## config.mk

```make
export PLATFORM = sky130hd
export DESIGN_NAME = drq_cell
export DESIGN_NICKNAME = d
export VERILOG_FILES = /design/src/rtl/core/drq_pkg.sv /design/src/rtl/core/drq_cell.sv
export SDC_FILE = /design/constraint.sdc
export NUM_CORES = 1
export LEC_CHECK = 0
export BUFFER_PORTS_ARGS = -buffer_cell sky130_fd_sc_hd__buf_4
export CORE_ASPECT_RATIO = 1.5
export CORE_MARGIN = 2
export CORE_UTILIZATION = 51
export CTS_CLUSTER_SIZE = 20
export DETAILED_ROUTE_END_ITERATION = 8
export PLACE_DENSITY = 0.83
export SLEW_MARGIN = 30
export SYNTH_ARGS = -nofsm -noshare
export SYNTH_HDL_FRONTEND = slang
export SYNTH_SLANG_ARGS = --single-unit
```

## constraint.sdc

```tcl
create_clock -name clk_i -period 3.3 [get_ports clk_i]
set_input_delay 0.165 -clock clk_i [delete_from_list [all_inputs] [get_ports clk_i]]
set_output_delay 0.165 -clock clk_i [all_outputs]
set_load 0.05 [all_outputs]
```

## src/rtl/core/drq_pkg.sv

```systemverilog
// ----------------------------------------------------------------------------
// drq_pkg
// Shared constants and types for the dense rank query block.
// ----------------------------------------------------------------------------
package drq_pkg;

  localparam int unsigned DefTableDepth = 256;
  localparam int unsigned DefScoreBits  = 32;

  localparam int unsigned InScoreW = 32;
  localparam int unsigned RankW    = 9;
  localparam logic [RankW-1:0] RankMax = 9'd511;

  // opcodes; code 3 is unused and behaves as a no-op
  localparam logic [1:0] OpLoad  = 2'd0;
  localparam logic [1:0] OpQuery = 2'd1;
  localparam logic [1:0] OpClear = 2'd2;

  // token control that moves down the cell row
  typedef struct packed {
    logic active;
    logic found;
  } drq_ctl_t;

endpackage

```

## src/rtl/core/drq_cell.sv

```systemverilog
// ----------------------------------------------------------------------------
// drq_cell
// One table entry. Compares the broadcast key against its stored score and
// hands the running greater-count and match flag to the next cell.
// ----------------------------------------------------------------------------
module drq_cell #(
  parameter int unsigned SCORE_BITS = drq_pkg::DefScoreBits,
  parameter int unsigned CW         = 9,
  parameter int unsigned IDX        = 0
) (
  input  logic                  clk_i,
  input  logic                  rst_ni,
  input  logic [SCORE_BITS-1:0] key_i,
  input  logic [CW-1:0]         count_i,
  input  logic                  wr_en_i,
  input  drq_pkg::drq_ctl_t     ctl_i,
  input  logic [CW-1:0]         gt_i,
  output drq_pkg::drq_ctl_t     ctl_o,
  output logic [CW-1:0]         gt_o
);
  import drq_pkg::*;

  logic [SCORE_BITS-1:0] score_q;
  drq_ctl_t              ctl_q, ctl_d;
  logic [CW-1:0]         gt_q, gt_d;
  logic                  valid;

  // entry holds data only below the fill count
  assign valid = count_i > CW'(IDX);

  always_comb begin
    ctl_d        = ctl_i;
    gt_d         = gt_i;
    if (valid && ctl_i.active) begin
      if (score_q == key_i) ctl_d.found = 1'b1;
      if (score_q > key_i)  gt_d = gt_i + CW'(1);
    end
  end

  always_ff @(posedge clk_i) begin
    if (wr_en_i && (count_i == CW'(IDX))) begin
      score_q <= key_i;
    end
    gt_q <= gt_d;
  end

  always_ff @(posedge clk_i or negedge rst_ni) begin
    if (!rst_ni) begin
      ctl_q <= '0;
    end else begin
      ctl_q <= ctl_d;
    end
  end

  assign ctl_o = ctl_q;
  assign gt_o  = gt_q;

endmodule

```

==> qor.yml <==
status: "completed"
syn_nets: 277
die_y_um: 85.4
p_per_area_nw_per_um2: 377
n_antenna_cell: 0
remaining_drc_errors: 0
ctsRootBufferMaster: "clkbuf_8"
synth_top_area_cell: "edfxtp_1"
antenna_found_initial: 0
cts_resized: 0
synth_warnings: 0
insertion_delay_ns: 0.30
fin_nets: 353
crit_family: "simple AND/OR/NAND/NOR gates"
min_path_type: "input pin to register"
crit_buf_inv: 0
ios: 66
coreArea_um2: 4250
crit_required_ns: 3.48
cts-hold-fix-buffers: 2
placementRows: 29
synth_top_family_by_area: "adder cells"
muxShareOfSynthArea_pct: 0.500
period_share_pct: 76.3
p_leak_uw: 0.00137
topRoutingLayerUsed: "met4"
crit_path_cell_trace: "ha_1 > nand4_1 > or4_4 > o211ai_2 > a21oi_1 > a31oi_4 > mux2_1"
critPathArrivalTime_ns: 2.69
ir_worst_vdd_mv: 0.473
synth_xor_area_share_pct: 3.11
area_growth_pct: 30.0
die-area_um2: 4970
via_count: 1643
via_per_inst: 5.27
place.gp.congestion: 0.818
setup_tns_ns: 0
layout_common_cells: "67 x buf_4, 34 x inv_1, 33 x ha_1"
clock-sinks: 43
synth_edf_count: 32
yosys.area.top_type_share_pct: 42.7
ctsHtreeMaxLevel: 2
synth.avg_cell_area_um2: 11.9
cts_post_setup_buffers_inserted: 0
mostFrequentLayoutCell: "buf_4"
start_kind: "register"
worst_slack_ns: 0.782
layout.cells.non_filler: 312
fmax_mhz: 397
drive_above_1_share_pct: 31.2
yosysUniqueCellTypes: 35
crit_fanout: 9
antenna_left: 0
die_w_um: 58.2
netlist_area_um2: 2250
wl_met2_mm: 2.30
drtIter0Drc: 48
routed_wirelength_mm: 4.42
synthFlopType: "edfxtp_1"
rsz0062_at_grt: "false"
met3_length_um: 264
finalSetupViolCount: 0
hold_violations: 0
endpoint_kind: "register"
gr-total-overflow: 0
clk_pin_slew_ns: 0.08
clock_path_buffers: 2
yosys-top-cells-area: "edfxtp_1 43%, ha_1 18%, dfxtp_1 8.0%, inv_1 5.7%, a21oi_1 2.9%"
grt_max_degree: 18
drv_cap: 0
wire_per_inst_um: 14.2
placed_cells: 302
fin_crit_ns: 2.52
syn-instance-count: 189
grt_pass1_wl_mm: 7.73
synth_seq_cells: 43
drt_pass1_iterations: 4
cp_slowest_stage_delay_ns: 0.59
place_ws_ns: 0.785
fin_skew_ns: 0.00957
slew_violations: 0
place.port_buffers: 65
hpwlAfterDp_mm: 3.56
max-slew-margin-rel_pct: 78.1
synth_compound_area_share_pct: 8.17
worst_pin_slew_ns: 0.329
critical_path_class: "register to register"
synth-simple-area-share_pct: 11.3
synth_fa_ha_area_share_pct: 18.3
numCtsBuffers: 5
start_util_pct: 53.0
grt_pass1_vias: 1785
ys_async_sr_fraction_pct: 4.65
cts_tree: "yes"
yosysSeqAreaShare_pct: 52.9
track_usage_pct: 20.2
met1_length_mm: 1.77
critPathSlowestCell: "or4_4"
-- where the power goes --
group          internal (µW)  total [µW]  switching (µW)
logic                   82.9         173            90.4
clock network            169         339             170
registers                589         592            2.63
total                    841        1100             263
-- area by class of cell --
type                       count  area [µm²]
clock buffer                   7        86.3
clock inverter                 1        5.00
fill                         310        1320
inverter                      34         128
multi-input combinational    112         935
sequential                    43        1190
tap                           46        57.6
timing repair buffer          69         523
-- registers in the layout, summed over array words and instances (netlist names) --
register  flops
gt_o          9
score_q      32
ctl_o         2
-- through the flow --
step	hold WS, ns	utilization [%]	total power (µW)	cell area, µm²
global route	0.0396	68.9	1150	2930
floorplan	-0.131	-	689	2250
detailed placement	-0.0513	66.3	775	2810
finish	0.0492	68.9	1100	2930
global placement	-0.0519	66.3	770	2810
CTS	0.0414	68.9	1120	2930
-- worst paths after layout --
kind                             start          end  slack (ns)  cells past startpoint
min in group asynchronous       rst_ni     ctl_o[1]        0.18                      2
hold / removal               key_i[20]  score_q[20]        0.05                      1
setup / recovery           score_q[14]      gt_o[1]        0.78                      7
hold reg to reg            score_q[16]     ctl_o[0]        0.90                      4
setup reg to reg           score_q[14]      gt_o[1]        0.78                      7
max in group asynchronous       rst_ni     ctl_o[0]        3.03                      2
-- kinds of logic (layout without fill, tap and decap cells) --
| group | after synthesis | in the layout |
|---|---|---|
| buffers and inverters | 34 | 111 |
| XOR/XNOR | 8 | 8 |
| multiplexers | 1 | 1 |
| flip-flops | 43 | 43 |
| adder cells (fa/ha/maj) | 33 | 33 |
| AND/OR/NAND/NOR | 43 | 43 |
| AO/OA/AOI/OAI | 27 | 27 |
-- per-layer routing --
metal	global-route usage, %	up-vias
li1	-	834
met1	23.1	749
met2	35.4	51
met3	5.49	9
met4	7.40	0
met5	0	-
-- Yosys cell counts, types with 2 or more instances --
master    number
a211oi_1       2
nor3_1         5
dfxtp_1        9
nand3_1        6
xnor2_1        2
dfrtp_1        2
edfxtp_1      32
nand4_1        8
ha_1          33
xor2_1         6
nand2_1        8
inv_1         34
or4_4          2
a21oi_1       13
nor2_1         5
o21ai_0        3
Power figures use the tool's default switching activity.
